$ cat src/ffba_pkg.sv
`timescale 1ns / 1ps
package ffba_pkg;

   localparam int MaxBlocksDef   = 64;
   localparam int HeaderBytesDef = 40;
   // index fields cover the largest table this block supports (1024 entries)
   localparam int IdxW           = 10;

   localparam logic [26:0] SizeMaxReq = 27'd100000000;

   localparam logic [1:0] FuncAlloc   = 2'd0;
   localparam logic [1:0] FuncFree    = 2'd1;
   localparam logic [1:0] FuncRealloc = 2'd2;

   localparam logic [1:0] StatOk       = 2'd0;
   localparam logic [1:0] StatBadSize  = 2'd1;
   localparam logic [1:0] StatNoSpace  = 2'd2;
   localparam logic [1:0] StatNotFound = 2'd3;

   localparam logic CsrHeapBase  = 1'b0;
   localparam logic CsrHeapLimit = 1'b1;

   // search token walking the cell chain
   typedef struct packed {
      logic            valid;
      logic            fit_found;
      logic [IdxW-1:0] fit_idx;
      logic [26:0]     fit_size;
      logic [31:0]     fit_addr;
      logic            match_found;
      logic [IdxW-1:0] match_idx;
      logic [26:0]     match_size;
   } token_type;

   // table update broadcast to all cells
   typedef struct packed {
      logic            use_en;
      logic [IdxW-1:0] use_idx;
      logic            free_en;
      logic [IdxW-1:0] free_idx;
      logic            new_en;
      logic [IdxW-1:0] new_idx;
      logic [26:0]     new_size;
      logic [31:0]     new_addr;
   } commit_type;

endpackage

$ cat src/ffba_cell.sv
`timescale 1ns / 1ps
module ffba_cell #(
   parameter int IDX   = 0,
   parameter int CNT_W = 7
) (
   input  logic                   clock,
   input  logic                   reset,
   input  logic [CNT_W-1:0]       blocks_used,
   input  logic [26:0]            req_size,
   input  logic [31:0]            req_addr,
   input  ffba_pkg::token_type    tok_in,
   input  ffba_pkg::commit_type   commit,
   output ffba_pkg::token_type    tok_out
);

   localparam logic [ffba_pkg::IdxW-1:0] MyIdx = ffba_pkg::IdxW'(IDX);

   logic [26:0]         size_ff;
   logic [31:0]         addr_ff;
   logic                free_ff;
   logic                in_range;
   ffba_pkg::token_type tok_in_w;
   ffba_pkg::token_type tok_ff;

   assign in_range = CNT_W'(IDX) < blocks_used;

   always_comb begin
      tok_in_w = tok_in;
      if (tok_in.valid && in_range) begin
         if (!tok_in.fit_found && free_ff && size_ff >= req_size) begin
            tok_in_w.fit_found = 1'b1;
            tok_in_w.fit_idx   = MyIdx;
            tok_in_w.fit_size  = size_ff;
            tok_in_w.fit_addr  = addr_ff;
         end
         if (!tok_in.match_found && !free_ff && addr_ff == req_addr) begin
            tok_in_w.match_found = 1'b1;
            tok_in_w.match_idx   = MyIdx;
            tok_in_w.match_size  = size_ff;
         end
      end
   end

   always_ff @(posedge clock) begin
      if (reset) begin
         tok_ff.valid <= 1'b0;
      end else begin
         tok_ff <= tok_in_w;
      end
   end

   always_ff @(posedge clock) begin
      if (commit.new_en && commit.new_idx == MyIdx) begin
         size_ff <= commit.new_size;
         addr_ff <= commit.new_addr;
         free_ff <= 1'b0;
      end else if (commit.use_en && commit.use_idx == MyIdx) begin
         free_ff <= 1'b0;
      end else if (commit.free_en && commit.free_idx == MyIdx) begin
         free_ff <= 1'b1;
      end
   end

   assign tok_out = tok_ff;

endmodule

$ cat config.mk
export PLATFORM = sky130hd
export DESIGN_NAME = ffba_cell
export DESIGN_NICKNAME = d
export VERILOG_FILES = /design/src/ffba_pkg.sv /design/src/ffba_cell.sv
export SDC_FILE = /design/constraint.sdc
export NUM_CORES = 1
export LEC_CHECK = 0
export BUFFER_PORTS_ARGS = -buffer_cell sky130_fd_sc_hd__clkbuf_2
export CAP_MARGIN = 5
export CORE_AREA = 2 2 146 148
export CTS_BUF_LIST = sky130_fd_sc_hd__clkbuf_4
export CTS_CLUSTER_DIAMETER = 40
export DETAILED_ROUTE_END_ITERATION = 12
export DIE_AREA = 0 0 148 150
export HOLD_SLACK_MARGIN = 0.03
export PLACE_DENSITY = 0.72
export SLEW_MARGIN = 20
export SYNTH_ARGS = -nofsm -noshare
export SYNTH_HDL_FRONTEND = slang
export SYNTH_SLANG_ARGS = --single-unit
$ cat constraint.sdc
create_clock -name clock -period 14.3 [get_ports clock]
set_input_delay 1.43 -clock clock [delete_from_list [all_inputs] [get_ports clock]]
set_output_delay 1.43 -clock clock [all_outputs]
set_load 0.02 [all_outputs]
==> run_results.csv <==
group,metric,value,unit
sta,fmax,0.274,GHz
logic_synthesis,synth.area.top_cells,"edfxtp_1, mux2_4, mux2_2",
sta,rsz0062_at_grt,"false",
outcome,status,"finished, final reports clean",
grt,grt_pass1_vias,5354,
logic_synthesis,synth_top_family_by_area,"multiplexers",
routing,drc,0,
clock_tree,clk_pin_slew,0.18,ns
logic_synthesis,synthesis.nets,747,
logic_synthesis,seq_area_frac_synth,66.4,%
power,power_density,99.1,nW/um^2
routing,drt_wl_total,20900,um
logic_synthesis,synthXorXnorAreaFrac,3.34,%
routing,via_count,5174,
logic_synthesis,synth_top_area_share,65.9,%
routing,via_per_inst,4.58,
logic_synthesis,ys_seq_elements,169,
sta,worst_hold_slack,0.605,ns
logic_synthesis,syn_area,7610,sq um
logic_synthesis,synth_area_leader_cell,"edfxtp_1",
routing,drt_iter0_markers,269,
critical_path,reg2reg_depth,8,
grt,grt_usage,18.4,%
clock_tree,cts_max_level,4,
logic_synthesis,synth-main-ff-cell,"edfxtp_1",
sta,min_period,3.65,ns
floorplan,dieArea,22200,sq um
final_layout,drive_above_1_share,59.3,%
logic_synthesis,netlist_instances,451,
grt,grt_max_degree,70,
clock_tree,clkSinkCount,169,
floorplan,num_rows,53,
sta,slew-limit-headroom,33.4,%
placement,place_hpwl,16200,um
flow_run,max_cap_violations,0,
grt,grt_pass1_wl,30100,um
placement,dp.cells,1097,
critical_path,cp.arrival,3.97,ns
worst_hold_path,min_path_cells,1,
routing,routedWlPerCell,18.5,um
logic_synthesis,ys_warn_count,0,
logic_synthesis,synth-edff-count,167,
worst_hold_path,hold_path.class,"register to register",
sta,hold_violations,0,
clock_tree,clk_latency,0.57,ns
critical_path,required,14.62,ns
sta,setup_viol,0,
sta,drv_slew,0,
logic_synthesis,synth_compound_area_share,2.58,%
floorplan,die_h,150,um
sta,fin_crit_sh,25.5,%
logic_synthesis,synthArstFlopShare,0,%
floorplan,ios,378,
clock_tree,root_buffer,"clkbuf_4",
clock_tree,cts-buffers-inserted,17,
clock_tree,cts_tree,"done",
final_layout,fin_nets,1137,
final_layout,stdcell_count,1130,
placement,numPortBuffers,377,
placement,gp_congestion,0.792,
grt,antenna_found_initial,1,
power,p_leak,4.52,nW
clock_tree,cts_setup_buffers,0,
logic_synthesis,synth_fa_ha_area_share,4.44,%
floorplan,initial_core_util,36.8,%
clock_tree,ctsResizeCount,0,
clock_tree,cts.hold.buffers_added,0,
critical_path,path_class,"input port to register",
final_layout,syn2layout_area_growth,32.4,%
routing,drtPass1Iterations,6,
sta,fin_setup_tns,0,ns
logic_synthesis,avgSynthCellArea,16.9,sq um
floorplan,die_w,148,um
critical_path,cp-end-kind,"register",
critical_path,crit_path_max_fanout,49,
logic_synthesis,synth.area.mux_share,14.5,%
logic_synthesis,synth_simple_gate_area_share,5.57,%
sta,worstMarginPinSlew,1.00,ns
critical_path,startpoint_type,"input port",
logic_synthesis,yosysUniqueCellTypes,36,
routing,ant_nets,0,
grt,overflow,0,
clock_tree,cts.path.max_buffers,2,
power,ir_drop,45.9,uV
sta,fin_skew,0.0424,ns
floorplan,core,20700,sq um
==> cells in the mapped netlist (2+ instances only) <==
master and n:
a21oi_1 10, a31oi_1 3, and2_1 20, buf_6 10, dfxtp_1 2, edfxtp_1 167, ha_1 27, inv_1 32
mux2_2 45, mux2_4 40, nand2_1 8, nand2b_1 3, nand3_1 2, nand4_1 12, nor2_1 3, nor2b_1 3
nor3_1 4, nor4_1 6, nor4b_1 3, o21ai_0 8, xnor2_1 28
==> worst max-delay path: stages <==
cell	delay (ns)
clkbuf_2	0.08
inv_1	0.04
ha_1	0.33
a21oi_1	0.14
a31oi_1	0.12
nor2_1	0.25
o21ai_0	0.21
o31ai_4	0.26
buf_4	0.62
mux2_2	0.41
==> cell type report <==
type                    instances  area (sq um)
well taps                     275           344
inverters                      32           123
flip-flops and latches        169          5050
diodes                          1          2.50
clock buffers                  17           128
fillers                      1886         10600
repair buffers                382          1920
clock inverters                15           178
multi-input cells             239          2330
==> cells in the final DEF (no fill, tap or decap), drive strengths merged, types with 4 or more instances in the layout <==
master / count
clkinv: 8
xnor2: 28
nor4: 7
buf: 5
edfxtp: 167
clkbuf: 394
and2: 20
nor4b: 4
o21ai: 8
a21oi: 10
inv: 39
mux2: 85
nor3: 4
nand2: 8
nand4: 12
ha: 27
==> worst paths after layout <==
path,from,end,slack [ns]
worst max-delay path,req_size[22],tok_out[95]$_DFFE_PN_,10.65
worst min-delay path,addr_ff[18]$_DFFE_PP_,tok_out[56]$_DFFE_PN_,0.60
worst max register to register,size_ff[24]$_DFFE_PP_,tok_out[95]$_DFFE_PN_,11.20
worst min register to register,addr_ff[18]$_DFFE_PP_,tok_out[56]$_DFFE_PN_,0.60
==> cell families (layout without fill, tap and decap cells) <==
kind of cell,Yosys count,count (layout)
mux,85,85
compound gates,29,29
xor+xnor,29,29
other cells,0,1
fa+ha+maj,27,27
flops,169,169
simple gates,69,69
buf+inv,43,446
==> flip-flops by register name, indices dropped and copies added (netlist names) <==
| name | cells |
|---|---|
| free_ff | 1 |
| tok_out | 109 |
| addr_ff | 32 |
| size_ff | 27 |
==> per-layer routing <==
metal | GRT usage [%] | vias to the layer above | routed length, um
met4 | 6.00 | 0 | 401
li1 | - | 2493 | -
met2 | 31.4 | 207 | 10600
met1 | 22.3 | 2453 | 8630
met5 | 0 | - | 0
met3 | 5.61 | 21 | 1330
==> power by group <==
| group | switching (mW) | internal, mW | leakage (nW) | total, mW |
|---|---|---|---|---|
| clock | 0.201 | 0.0825 | 0.162 | 0.284 |
| sequential | 0.00739 | 0.572 | 1.60 | 0.579 |
| combinational | 0.0738 | 0.0624 | 2.75 | 0.136 |
==> metrics by stage <==
step	power, mW	util, %	cell area [sq um]	worst slack, ns
after floorplan	0.657	-	7610	6.22
after global placement	0.726	47.2	9770	10.01
after detailed placement	0.728	47.2	9770	10.02
after CTS	1.01	48.7	10100	10.65
after global routing	1.04	48.7	10100	10.53
final	0.999	48.7	10100	10.65
No activity file was read; power rests on OpenSTA's default activity.
